$ cat src/rtl/waac_pkg.sv
// shared constants, types and register indexes of the angle axis calibrator
package waac_pkg;

    localparam int ANGLE_BITS     = 12;
    localparam int AXIS_W         = 15;
    localparam int SPAN_W         = ANGLE_BITS + 1;
    localparam int PROD_W         = SPAN_W + AXIS_W;
    localparam int CMP_W          = 32;
    localparam int SMALL_SPAN     = 200;
    localparam int LOW_HIGH_LIMIT = 2000;
    localparam int DIV_STEPS      = 3;
    localparam int DIV_STAGES     = AXIS_W / DIV_STEPS;
    localparam int CFG_DATA_W     = (ANGLE_BITS > AXIS_W) ? ANGLE_BITS : AXIS_W;
    localparam int CFG_IDX_W      = 3;

    localparam int SPAN_LOW_RST   = 1370;
    localparam int SPAN_HIGH_RST  = 1500;
    localparam int AXIS_LOW_RST   = 0;
    localparam int AXIS_HIGH_RST  = 10000;

    localparam logic [CFG_IDX_W-1:0] CFG_SPAN_LOW  = 3'd0;
    localparam logic [CFG_IDX_W-1:0] CFG_SPAN_HIGH = 3'd1;
    localparam logic [CFG_IDX_W-1:0] CFG_AXIS_LOW  = 3'd2;
    localparam logic [CFG_IDX_W-1:0] CFG_AXIS_HIGH = 3'd3;
    localparam logic [CFG_IDX_W-1:0] CFG_INVERT    = 3'd4;

    typedef logic [ANGLE_BITS-1:0] t_angle;
    typedef logic [SPAN_W-1:0]     t_span;
    typedef logic [AXIS_W-1:0]     t_axis;
    typedef logic [PROD_W-1:0]     t_prod;

    typedef struct packed {
        logic neg;
    } t_div_tag;

endpackage

$ cat src/rtl/waac_in_if.sv
// raw angle sample channel
interface waac_in_if import waac_pkg::*; ();
    logic   valid;
    logic   ready;
    t_angle raw_angle;

    modport source (output valid, output raw_angle, input ready);
    modport sink (input valid, input raw_angle, output ready);
endinterface

$ cat src/rtl/waac_out_if.sv
// calibrated axis value channel
interface waac_out_if import waac_pkg::*; ();
    logic  valid;
    logic  ready;
    t_axis axis_value;

    modport source (output valid, output axis_value, input ready);
    modport sink (input valid, input axis_value, output ready);
endinterface

$ cat src/rtl/waac_divider.sv
// pipelined restoring divider, a few quotient bits per stage
module waac_divider import waac_pkg::*; (
    input  logic     i_clk,
    input  logic     i_rst_n,
    input  logic     i_valid,
    output logic     o_ready,
    input  t_prod    i_num,
    input  t_span    i_den,
    input  t_div_tag i_tag,
    output logic     o_valid,
    input  logic     i_ready,
    output t_axis    o_quot,
    output t_div_tag o_tag
);

    logic     r_vld [DIV_STAGES];
    t_span    r_rem [DIV_STAGES];
    t_axis    r_wrk [DIV_STAGES];
    t_span    r_den [DIV_STAGES];
    t_div_tag r_tag [DIV_STAGES];
    logic     rdy   [DIV_STAGES+1];

    assign rdy[DIV_STAGES] = i_ready;

    for (genvar k = 0; k < DIV_STAGES; k++) begin : g_stage
        logic     n_vld_in;
        t_span    n_rem_in;
        t_axis    n_wrk_in;
        t_span    n_den_in;
        t_div_tag n_tag_in;
        t_span    n_rem;
        t_axis    n_wrk;

        if (k == 0) begin : g_first
            assign n_vld_in = i_valid;
            assign n_rem_in = i_num[PROD_W-1:AXIS_W];
            assign n_wrk_in = i_num[AXIS_W-1:0];
            assign n_den_in = i_den;
            assign n_tag_in = i_tag;
        end else begin : g_next
            assign n_vld_in = r_vld[k-1];
            assign n_rem_in = r_rem[k-1];
            assign n_wrk_in = r_wrk[k-1];
            assign n_den_in = r_den[k-1];
            assign n_tag_in = r_tag[k-1];
        end

        assign rdy[k] = !r_vld[k] || rdy[k+1];

        always_comb begin
            logic [SPAN_W:0] t;
            logic            ge;
            n_rem = n_rem_in;
            n_wrk = n_wrk_in;
            for (int j = 0; j < DIV_STEPS; j++) begin
                t  = {n_rem, n_wrk[AXIS_W-1]};
                ge = (t >= {1'b0, n_den_in});
                if (ge) begin
                    n_rem = SPAN_W'(t - {1'b0, n_den_in});
                end else begin
                    n_rem = t[SPAN_W-1:0];
                end
                n_wrk = {n_wrk[AXIS_W-2:0], ge};
            end
        end

        always_ff @(posedge i_clk) begin
            if (!i_rst_n) begin
                r_vld[k] <= 1'b0;
            end else if (rdy[k]) begin
                r_vld[k] <= n_vld_in;
            end
        end

        always_ff @(posedge i_clk) begin
            if (rdy[k]) begin
                r_rem[k] <= n_rem;
                r_wrk[k] <= n_wrk;
                r_den[k] <= n_den_in;
                r_tag[k] <= n_tag_in;
            end
        end
    end

    assign o_ready = rdy[0];
    assign o_valid = r_vld[DIV_STAGES-1];
    assign o_quot  = r_wrk[DIV_STAGES-1];
    assign o_tag   = r_tag[DIV_STAGES-1];

`ifndef SYNTHESIS
    a_rem_below_den: assert property (@(posedge i_clk) disable iff (!i_rst_n)
        o_valid |-> (r_rem[DIV_STAGES-1] < r_den[DIV_STAGES-1]))
        else $error("divider remainder not below divisor");
    a_den_nonzero: assert property (@(posedge i_clk) disable iff (!i_rst_n)
        o_valid |-> (r_den[DIV_STAGES-1] != '0))
        else $error("divider saw a zero divisor");
    a_stall_only_when_full: assert property (@(posedge i_clk) disable iff (!i_rst_n)
        !o_ready |-> (o_valid && !i_ready))
        else $error("divider refused a transaction without a stalled output");
`endif

endmodule

$ cat src/rtl/wrapped_angle_axis_calibrator_unit.sv
// top level of the wrapped angle axis calibrator
//
//  port      | dir | handshake           | payload
//  ----------+-----+---------------------+-----------------------------------
//  i_sample  | in  | valid / ready       | raw_angle
//  o_result  | out | valid / ready       | axis_value
//  i_cfg_*   | in  | i_cfg_we, no wait   | i_cfg_idx, i_cfg_data
//
// one transaction per cycle while the output is not stalled; the registered stages in order:
// unwrap and clamp, multiply, five divider stages of three quotient bits, output
// synchronous active-low reset clears valids and loads the register defaults
// a stalled output holds every stage behind it; empty stages still fill
module wrapped_angle_axis_calibrator_unit import waac_pkg::*; (
    input  logic                  i_clk,
    input  logic                  i_rst_n,
    waac_in_if.sink               i_sample,
    waac_out_if.source            o_result,
    input  logic                  i_cfg_we,
    input  logic [CFG_IDX_W-1:0]  i_cfg_idx,
    input  logic [CFG_DATA_W-1:0] i_cfg_data
);

    t_angle r_span_low;
    t_angle r_span_high;
    t_axis  r_axis_low;
    t_axis  r_axis_high;
    logic   r_invert;

    always_ff @(posedge i_clk) begin
        if (!i_rst_n) begin
            r_span_low  <= ANGLE_BITS'(SPAN_LOW_RST);
            r_span_high <= ANGLE_BITS'(SPAN_HIGH_RST);
            r_axis_low  <= AXIS_W'(AXIS_LOW_RST);
            r_axis_high <= AXIS_W'(AXIS_HIGH_RST);
            r_invert    <= 1'b0;
        end else if (i_cfg_we) begin
            case (i_cfg_idx)
                CFG_SPAN_LOW:  r_span_low  <= i_cfg_data[ANGLE_BITS-1:0];
                CFG_SPAN_HIGH: r_span_high <= i_cfg_data[ANGLE_BITS-1:0];
                CFG_AXIS_LOW:  r_axis_low  <= i_cfg_data[AXIS_W-1:0];
                CFG_AXIS_HIGH: r_axis_high <= i_cfg_data[AXIS_W-1:0];
                CFG_INVERT:    r_invert    <= i_cfg_data[0];
                default: ;
            endcase
        end
    end

    // handshake chain
    logic rdy_s1, rdy_s2, rdy_out, div_ready, div_valid;
    logic r_s1_vld, r_s2_vld, r_out_vld;

    assign rdy_out = !r_out_vld || o_result.ready;
    assign rdy_s2  = !r_s2_vld || div_ready;
    assign rdy_s1  = !r_s1_vld || rdy_s2;
    assign i_sample.ready = rdy_s1;

    // stage 1: unwrap, clamp, offset and span
    logic [CMP_W-1:0] span_diff;
    logic             wraps;
    t_span            lo_ext, top, v, vc, n_offset, span, n_den;
    logic             n_neg;
    t_axis            n_mag;

    assign span_diff = CMP_W'(r_span_high - r_span_low);
    assign wraps = (r_span_high < r_span_low)
                || ((span_diff < CMP_W'(SMALL_SPAN))
                    && (CMP_W'(r_span_high) < CMP_W'(LOW_HIGH_LIMIT)));
    assign lo_ext = {1'b0, r_span_low};
    assign top    = {wraps, r_span_high};
    assign v      = {wraps && (i_sample.raw_angle <= r_span_high), i_sample.raw_angle};
    assign vc     = (v < lo_ext) ? lo_ext : ((v > top) ? top : v);
    assign n_offset = vc - lo_ext;
    assign span   = top - lo_ext;
    // zero span gives a zero offset, so a unit divisor yields a zero quotient
    assign n_den  = (span == '0) ? SPAN_W'(1) : span;
    assign n_neg  = (r_axis_high < r_axis_low);
    assign n_mag  = n_neg ? (r_axis_low - r_axis_high) : (r_axis_high - r_axis_low);

    t_span    r_s1_offset, r_s1_den;
    t_axis    r_s1_mag;
    t_div_tag r_s1_tag;

    always_ff @(posedge i_clk) begin
        if (!i_rst_n) begin
            r_s1_vld <= 1'b0;
        end else if (rdy_s1) begin
            r_s1_vld <= i_sample.valid;
        end
    end

    always_ff @(posedge i_clk) begin
        if (rdy_s1) begin
            r_s1_offset  <= n_offset;
            r_s1_den     <= n_den;
            r_s1_mag     <= n_mag;
            r_s1_tag.neg <= n_neg;
        end
    end

    // stage 2: product
    t_prod    r_s2_prod;
    t_span    r_s2_den;
    t_div_tag r_s2_tag;

    always_ff @(posedge i_clk) begin
        if (!i_rst_n) begin
            r_s2_vld <= 1'b0;
        end else if (rdy_s2) begin
            r_s2_vld <= r_s1_vld;
        end
    end

    always_ff @(posedge i_clk) begin
        if (rdy_s2) begin
            r_s2_prod <= PROD_W'(r_s1_offset) * PROD_W'(r_s1_mag);
            r_s2_den  <= r_s1_den;
            r_s2_tag  <= r_s1_tag;
        end
    end

    // division
    t_axis    div_quot;
    t_div_tag div_tag;

    waac_divider u_div (
        .i_clk   (i_clk),
        .i_rst_n (i_rst_n),
        .i_valid (r_s2_vld),
        .o_ready (div_ready),
        .i_num   (r_s2_prod),
        .i_den   (r_s2_den),
        .i_tag   (r_s2_tag),
        .o_valid (div_valid),
        .i_ready (rdy_out),
        .o_quot  (div_quot),
        .o_tag   (div_tag)
    );

    // output stage: offset from axis low, optional reflection
    logic [AXIS_W+1:0] mapped, n_result;
    t_axis             r_out_value;

    assign mapped = div_tag.neg ? ({2'b00, r_axis_low} - {2'b00, div_quot})
                                : ({2'b00, r_axis_low} + {2'b00, div_quot});
    assign n_result = r_invert ? ({2'b00, r_axis_high} + {2'b00, r_axis_low} - mapped)
                               : mapped;

    always_ff @(posedge i_clk) begin
        if (!i_rst_n) begin
            r_out_vld <= 1'b0;
        end else if (rdy_out) begin
            r_out_vld <= div_valid;
        end
    end

    always_ff @(posedge i_clk) begin
        if (rdy_out) begin
            r_out_value <= n_result[AXIS_W-1:0];
        end
    end

    assign o_result.valid      = r_out_vld;
    assign o_result.axis_value = r_out_value;

`ifndef SYNTHESIS
    a_result_in_axis_range: assert property (@(posedge i_clk) disable iff (!i_rst_n)
        o_result.valid |->
            ((o_result.axis_value >= r_axis_low) && (o_result.axis_value <= r_axis_high))
            || ((o_result.axis_value >= r_axis_high) && (o_result.axis_value <= r_axis_low)))
        else $error("result outside the axis range");
    a_stall_needs_blocked_output: assert property (@(posedge i_clk) disable iff (!i_rst_n)
        !i_sample.ready |-> (o_result.valid && !o_result.ready))
        else $error("input refused while output could drain");
    a_empty_after_reset: assert property (@(posedge i_clk) disable iff (!i_rst_n)
        $past(!i_rst_n) |-> !o_result.valid)
        else $error("result valid straight after reset");
`endif

endmodule
$ cat src/flat_wrapper.sv
// flat-port wrapper written by rule: the top's interface ports become plain ports
module wrapped_angle_axis_calibrator_unit_flat import waac_pkg::*;
  (i_clk, i_rst_n, i_cfg_we, i_cfg_idx, i_cfg_data, i_sample_valid, i_sample_raw_angle, i_sample_ready, o_result_valid, o_result_axis_value, o_result_ready);
  waac_in_if i_sample_i ();
  waac_out_if o_result_i ();
  input  logic i_clk;
  input  logic i_rst_n;
  input  logic i_cfg_we;
  input  logic [CFG_IDX_W-1:0] i_cfg_idx;
  input  logic [CFG_DATA_W-1:0] i_cfg_data;
  input wire logic [$bits(i_sample_i.valid)-1:0] i_sample_valid;
  input wire logic [$bits(i_sample_i.raw_angle)-1:0] i_sample_raw_angle;
  output wire logic [$bits(i_sample_i.ready)-1:0] i_sample_ready;
  output wire logic [$bits(o_result_i.valid)-1:0] o_result_valid;
  output wire logic [$bits(o_result_i.axis_value)-1:0] o_result_axis_value;
  input wire logic [$bits(o_result_i.ready)-1:0] o_result_ready;
  assign i_sample_i.valid = i_sample_valid;
  assign i_sample_i.raw_angle = i_sample_raw_angle;
  assign i_sample_ready = i_sample_i.ready;
  assign o_result_valid = o_result_i.valid;
  assign o_result_axis_value = o_result_i.axis_value;
  assign o_result_i.ready = o_result_ready;
  wrapped_angle_axis_calibrator_unit u_core (.i_clk(i_clk), .i_rst_n(i_rst_n), .i_sample(i_sample_i), .o_result(o_result_i), .i_cfg_we(i_cfg_we), .i_cfg_idx(i_cfg_idx), .i_cfg_data(i_cfg_data));
endmodule
$ cat config.mk
export PLATFORM = sky130hd
export DESIGN_NAME = wrapped_angle_axis_calibrator_unit_flat
export DESIGN_NICKNAME = d
export VERILOG_FILES = /design/src/rtl/waac_pkg.sv /design/src/rtl/waac_in_if.sv /design/src/rtl/waac_out_if.sv /design/src/rtl/waac_divider.sv /design/src/rtl/wrapped_angle_axis_calibrator_unit.sv /design/src/flat_wrapper.sv
export SDC_FILE = /design/constraint.sdc
export NUM_CORES = 2
export LEC_CHECK = 0
export BUFFER_PORTS_ARGS = -buffer_cell sky130_fd_sc_hd__buf_2
export CORE_ASPECT_RATIO = 1.4
export CORE_MARGIN = 4
export CORE_UTILIZATION = 45
export CTS_CLUSTER_DIAMETER = 120
export DETAILED_ROUTE_END_ITERATION = 12
export GPL_TIMING_DRIVEN = 0
export RECOVER_POWER = 25
export SYNTH_ARGS = -nofsm -noshare
export SYNTH_HDL_FRONTEND = slang
export SYNTH_HIERARCHICAL = 1
export SYNTH_SLANG_ARGS = --single-unit
$ cat constraint.sdc
create_clock -name i_clk -period 7.35 [get_ports i_clk]
set_clock_uncertainty 0.15 [all_clocks]
set_input_delay 1.47 -clock i_clk [delete_from_list [all_inputs] [get_ports i_clk]]
set_output_delay 1.47 -clock i_clk [all_outputs]
set_load 0.02 [all_outputs]
# Word level (Yosys, flattened, before mapping)
# Memories as Yosys holds them, arrays and structs flattened.
# Index checks and enable logic that the tools add are counted.
# W data, S select, Z words.
[totals]
regBits = 157
mem_count = 5
ramBits = 215
wordCells = 149
latchBits = 0
mem_bits_ro = 0
[op_classes]
bitwise_logic = 5
eq_ne = 4
addsub = 24
n_mul = 1
magnitude_cmp = 22
n_reduce_logical = 26
n_div = 0
n_shift = 0
n_mux = 46
[mem_list]
columns = ["memory", "depth", "width", "rd", "rd_ports_with_merged_regs", "wr", "line_no", "text"]
rows = [
  ["u_core.u_div.r_wrk", 5, 15, 5, 0, 5, "waac_divider.sv:18", "t_axis r_wrk [DIV_STAGES];"],
  ["u_core.u_div.r_den", 5, 13, 4, 0, 5, "waac_divider.sv:19", "t_span r_den [DIV_STAGES];"],
  ["u_core.u_div.r_rem", 5, 13, 4, 0, 5, "waac_divider.sv:17", "t_span r_rem [DIV_STAGES];"],
  ["u_core.u_div.r_tag", 5, 1, 5, 0, 5, "waac_divider.sv:20", "t_div_tag r_tag [DIV_STAGES];"],
  ["u_core.u_div.r_vld", 5, 1, 5, 0, 5, "waac_divider.sv:16", "logic r_vld [DIV_STAGES];"],
]
[op_table]
columns = ["operator", "n"]
rows = [
  ["$mux W13", 17],
  ["$ge A14 B13 Y1", 15],
  ["$sub A13 B13 Y13", 15],
  ["$sub A15 B15 Y15", 4],
  ["$mux W15", 3],
  ["$lt A32 B8 Y1 const B", 1],
  ["$add A15 B15 Y15", 2],
  ["$mul A13 B15 Y28", 1],
  ["$mux W1", 26],
  ["$sub A13 B12 Y13", 2],
  ["$lt A15 B15 Y1", 1],
  ["$gt A13 B13 Y1", 1],
  ["$logic_not A13 Y1", 1],
  ["$lt A13 B12 Y1", 1],
  ["$sub A12 B12 Y13", 1],
  ["$le A12 B12 Y1", 1],
  ["$lt A12 B11 Y1 const B", 1],
  ["$lt A12 B12 Y1", 1],
  ["$reduce_and A2 Y1", 5],
  ["$logic_or A1 B1 Y1", 9],
  ["$logic_not A1 Y1", 8],
  ["$eq A3 B2 Y1 const B", 2],
  ["$or A1 B1 Y1", 5],
  ["$eq A3 B1 Y1 const B", 1],
  ["other kinds (3)", 4],
]

# Longest topological paths before layout
[depth]
word_depth = 11
ltp_mapped = 34
ltp_nobuf = 32

# By module
# Netlist, hierarchy kept.
[modules_own_cells]
columns = ["module", "instances", "cells_each", "area_each_um2", "seq_area_each_um2"]
rows = [
  ["wrapped_angle_axis_calibrator_unit", 1, 1866, 17032.6, 4134.0],
  ["waac_divider", 1, 1671, 16195.5, 5665.4],
]

# Worst setup path after synthesis
# Ideal clock, no wire load.
[synth_path]
kind = "register -> register"
from = "mem u_core/u_div/r_den[0][26] in the netlist's numbering"
to = "mem u_core/u_div/r_rem[0][48] in the netlist's numbering (data pin)"
path_stages_with_launch = 32
setup_slack_ns = -0.129
path_buffers = 2
arrival_time_ns = 7.068
setup_time_ns = 0.261
cell_sequence = "edfxtp_1 -> ha_1 -> inv_1 -> fa_1 -> a21oi_1 -> o21ai_1 -> o21a_1 -> a311oi_1 -> nor2_1 -> clkbuf_1 -> mux2i_1 -> inv_1 -> ha_1 -> nor2b_1 -> o21ai_0 -> a211oi_1 -> nor4_1 -> o21ai_0 -> a221oi_2 -> clkbuf_1 -> mux2i_1 -> ha_1 -> nor2b_1 -> o21ai_0 -> a21oi_1 -> o41a_1 -> o311ai_1 -> a21oi_1 -> or3_1 -> nand2_1 -> inv_2 -> a221o_1"
[synth_lines]
columns = ["item", "line_no"]
rows = [
  ["start, declared", "waac_divider.sv:19"],
  ["end, declared", "waac_divider.sv:17"],
]

==> flow_summary_export.csv <==
group,metric,value,unit
synth,syn_area,33230,sq um
routing,drc_errors,0,
placement,portBuffers,50,
critical_path,cp-endpoint,"u_core/u_div/r_rem[0][48]",
cts,clk_latency,0.59,ns
timing,fmax,139.4,MHz
global_routing,track_usage,0.2175,
synth,async_flop_share,0,
cts,cts_buffers,38,
global_routing,grt_pass1_wl,136600,um
critical_path,regToRegEndpoint,"u_core/u_div/r_rem[0][48]",
synth,synth_compound_area_frac,0.1617,
critical_path,required,7.49,ns
timing,fin_crit_sh,0.9762,
die,die_w,237.7,um
layout,drive_gt1_frac,0.1067,
synth,yosysWarningCount,6,
die,std_cell_rows,117,
hold_path,holdCritPathClass,"flip-flop to flip-flop",
synth,yosys.area_share.adder,0.2472,
critical_path,worstReg2RegStart,"u_core/u_div/r_wrk[0][44]",
placement,gp_congestion,0.9053,
global_routing,grt_max_degree,44,
routing,drtPass1Iterations,5,
synth,synth_edf_count,287,
cts,htree_levels,2,
critical_path,crit_start,"u_core/u_div/r_wrk[0][44]",
critical_path,reg2reg_depth,31,
layout,syn_to_final_growth,12.08,%
synth,synth_xor_area_frac,0.05878,
synth,yosys_register_bits,346,
synth,synth_top_family_by_area,"adder cells",
die,coreArea,72900,sq um
critical_path,end_kind,"flip-flop",
die,die_y,329.5,um
global_routing,grt_antenna_before_repair,0,
cts,root_buffer,"clkbuf_16",
critical_path,criticalPathCategory,"flip-flop to flip-flop",
layout,diodes,0,
layout,utilization,0.5109,
synth,synth_top_cell_by_area,"edfxtp_1",
routing,wl,86640,um
cts,cts_tree,"built",
timing,fin_ws,0.1750,ns
timing,whs,0.2546,ns
timing,relSlewSlack,0.1590,
die,die-area,78310,sq um
synth,yosys.area_share.simple,0.1459,
die,initial_core_util,0.4558,
cts,cts_max_path_buffers,3,
timing,timing_hold_violations_final,0,
status,status,"finished, final reports clean",
critical_path,crit_fanout,5,
timing,setup_viol,0,
timing,final.min_clock_period,7.175,ns
synth,synthesis.instances,3537,
cts,hold_buffers,0,
critical_path,r2r_slack,0.17,ns
die,io_pins,52,
layout,final_common_cell,"nand2_1",
layout,mostFrequentLayoutCells,"nand2_1, inv_1, ha_1",
critical_path,cpPeakStageDelay,0.43,ns
synth,synthTopCellsByArea,"edfxtp_1, ha_1, fa_1, nand2_1, inv_1",
critical_path,cp_data_arrival_time,7.32,ns
cts,clkTransAtPathRegs,0.06,ns
placement,place_hpwl,70160,um
critical_path,crit_path_start_kind,"flip-flop",
synth,synth_top_area_share,0.2594,
routing,antenna_left,0,
synth,muxShareOfSynthArea,0.03679,
cts,cts.sinks,346,
timing,worstMarginPinSlew,1.246,ns
routing,via_count,26181,
synth,synth_nets,4122,
layout,fin_nets,4284,
job,cap_viol_max_count,0,
routing,drt-vias-per-instance,5.593,
timing,drv_slew,0,
synth,synth_ff_type,"edfxtp_1",
routing,drt_iter0_markers,1264,
synth,ys_seq_area_frac,0.2949,
global_routing,first_global_vias,26115,
synth,syn_area_per_cell,9.394,sq um
placement,preCtsSetupSlack,-1.659,ns
routing,post_drt_wl_per_cell,18.51,um
critical_path,crit_slowest_cell,"o41a_1",
global_routing,grt_overflow,0,
synth,synthDistinctLibCells,99,
## layout make-up
cell class	instances	area, sq um
timing repair buffer	124	813.3
buffer	94	484.2
clock inverter	26	292.8
sequential	346	9799
fill	6857	35660
multi-input combinational	2715	22240
tap	952	1191
clock buffer	44	994.7
inverter	380	1429
## stage by stage
step                cells  TNS [ns]  instance area, sq um
CTS                  4634         0                 36530
finish               4681         0                 37240
global placement     4539    -66.20                 34670
global route         4681   -0.6068                 37240
detailed placement   4542    -66.35                 34740
floorplan            3537         0                 33230
## flip-flops by register name, indices dropped and copies added, names as in the netlist, 5 cells and up
| signal | cells |
|---|---|
| u_core/r_span_high | 12 |
| u_core/u_div/r_rem | 52 |
| u_core/r_s2_den | 13 |
| u_core/r_s1_mag | 15 |
| u_core/u_div/r_vld | 5 |
| u_core/r_s1_offset | 13 |
| u_core/r_s1_den | 13 |
| u_core/u_div/r_wrk | 75 |
| u_core/u_div/r_tag | 5 |
| u_core/r_axis_low | 15 |
| u_core/u_div/r_den | 52 |
| u_core/r_axis_high | 15 |
| u_core/r_s2_prod | 28 |
| u_core/r_span_low | 12 |
| u_core/o_result.axis_value | 15 |
## synthesized netlist by cell type, types with 7 or more instances
cell type and number:
nand2_1 407, inv_1 377, ha_1 374, edfxtp_1 287
a21oi_1 218, fa_1 176, o21ai_0 170, nor2_1 169
xnor2_1 143, and2_1 93, clkbuf_1 81, xor2_1 80
a21o_1 73, nor3_1 71, dfxtp_1 59, mux2i_1 52
nand4_1 52, nor2b_1 47, mux2_2 46, nand3_1 45
a21boi_0 43, o21a_1 43, nand2b_1 40, o211ai_1 39
a211oi_1 25, a31oi_1 23, or3_1 21, o2111ai_1 18
and3_1 17, or2_2 16, o221ai_1 12, o21bai_1 11
buf_2 10, o31ai_1 10, a211o_1 9, a221o_1 9
o21ai_1 9, o31a_1 8, mux2_1 7, mux2_4 7
nor4_1 7, o22a_1 7
## critical path: cells and delay by family (launching register included)
family                   cells  cell delay [ns]
AND/OR/NAND/NOR              6             0.91
multiplexers                 2             0.58
buffers and inverters        6             0.78
AO/OA/AOI/OAI               13             3.03
flip-flops                   1             0.37
adder cells (fa/ha/maj)      4             1.08
## cell families after synthesis
group,Yosys count
adders and majority gates,551
AOI/OAI and AO/OA,811
buffers and inverters,476
xor gates and xnor gates,223
muxes,112
and+or+nand+nor,1018
DFF,346
## per-layer routing
metal | up-vias | global-route usage | part of all wire
met4 | 0 | 0.1145 | 0.057
met1 | 12604 | 0.2444 | 0.38
met3 | 226 | 0.02512 | 0.035
li1 | 12822 | - | -
met5 | - | 0 | 0
met2 | 529 | 0.4019 | 0.53
## worst min path at each step
stage | depth (start not counted) | to | startpoint
3_3_place_gp | 0 | u_core/u_div/r_wrk[0][54] | u_core/u_div/r_wrk[0][36]
4_1_cts | 0 | u_core/u_div/r_wrk[0][5] | u_core/r_s2_prod[2]
6_report | 0 | u_core/u_div/r_wrk[0][5] | u_core/r_s2_prod[2]
2_1_floorplan | 0 | u_core/r_s2_den[0] | u_core/r_s1_den[0]
3_5_place_dp | 0 | u_core/u_div/r_tag[0][1] | u_core/u_div/r_tag[0][0]
5_1_grt | 0 | u_core/u_div/r_wrk[0][43] | u_core/u_div/r_wrk[0][25]
## what timing repair did
item                                    in CTS  in global routing
pin swaps                                   16                 51
endpoints found under the hold margin        0                  0
setup buffers                               23                 48
endpoints found under the setup margin      56                 57
resized for setup                           93                 90
Power is not shown: default switching activity piles up to over one toggle a cycle in this logic, so the estimate is an artifact.
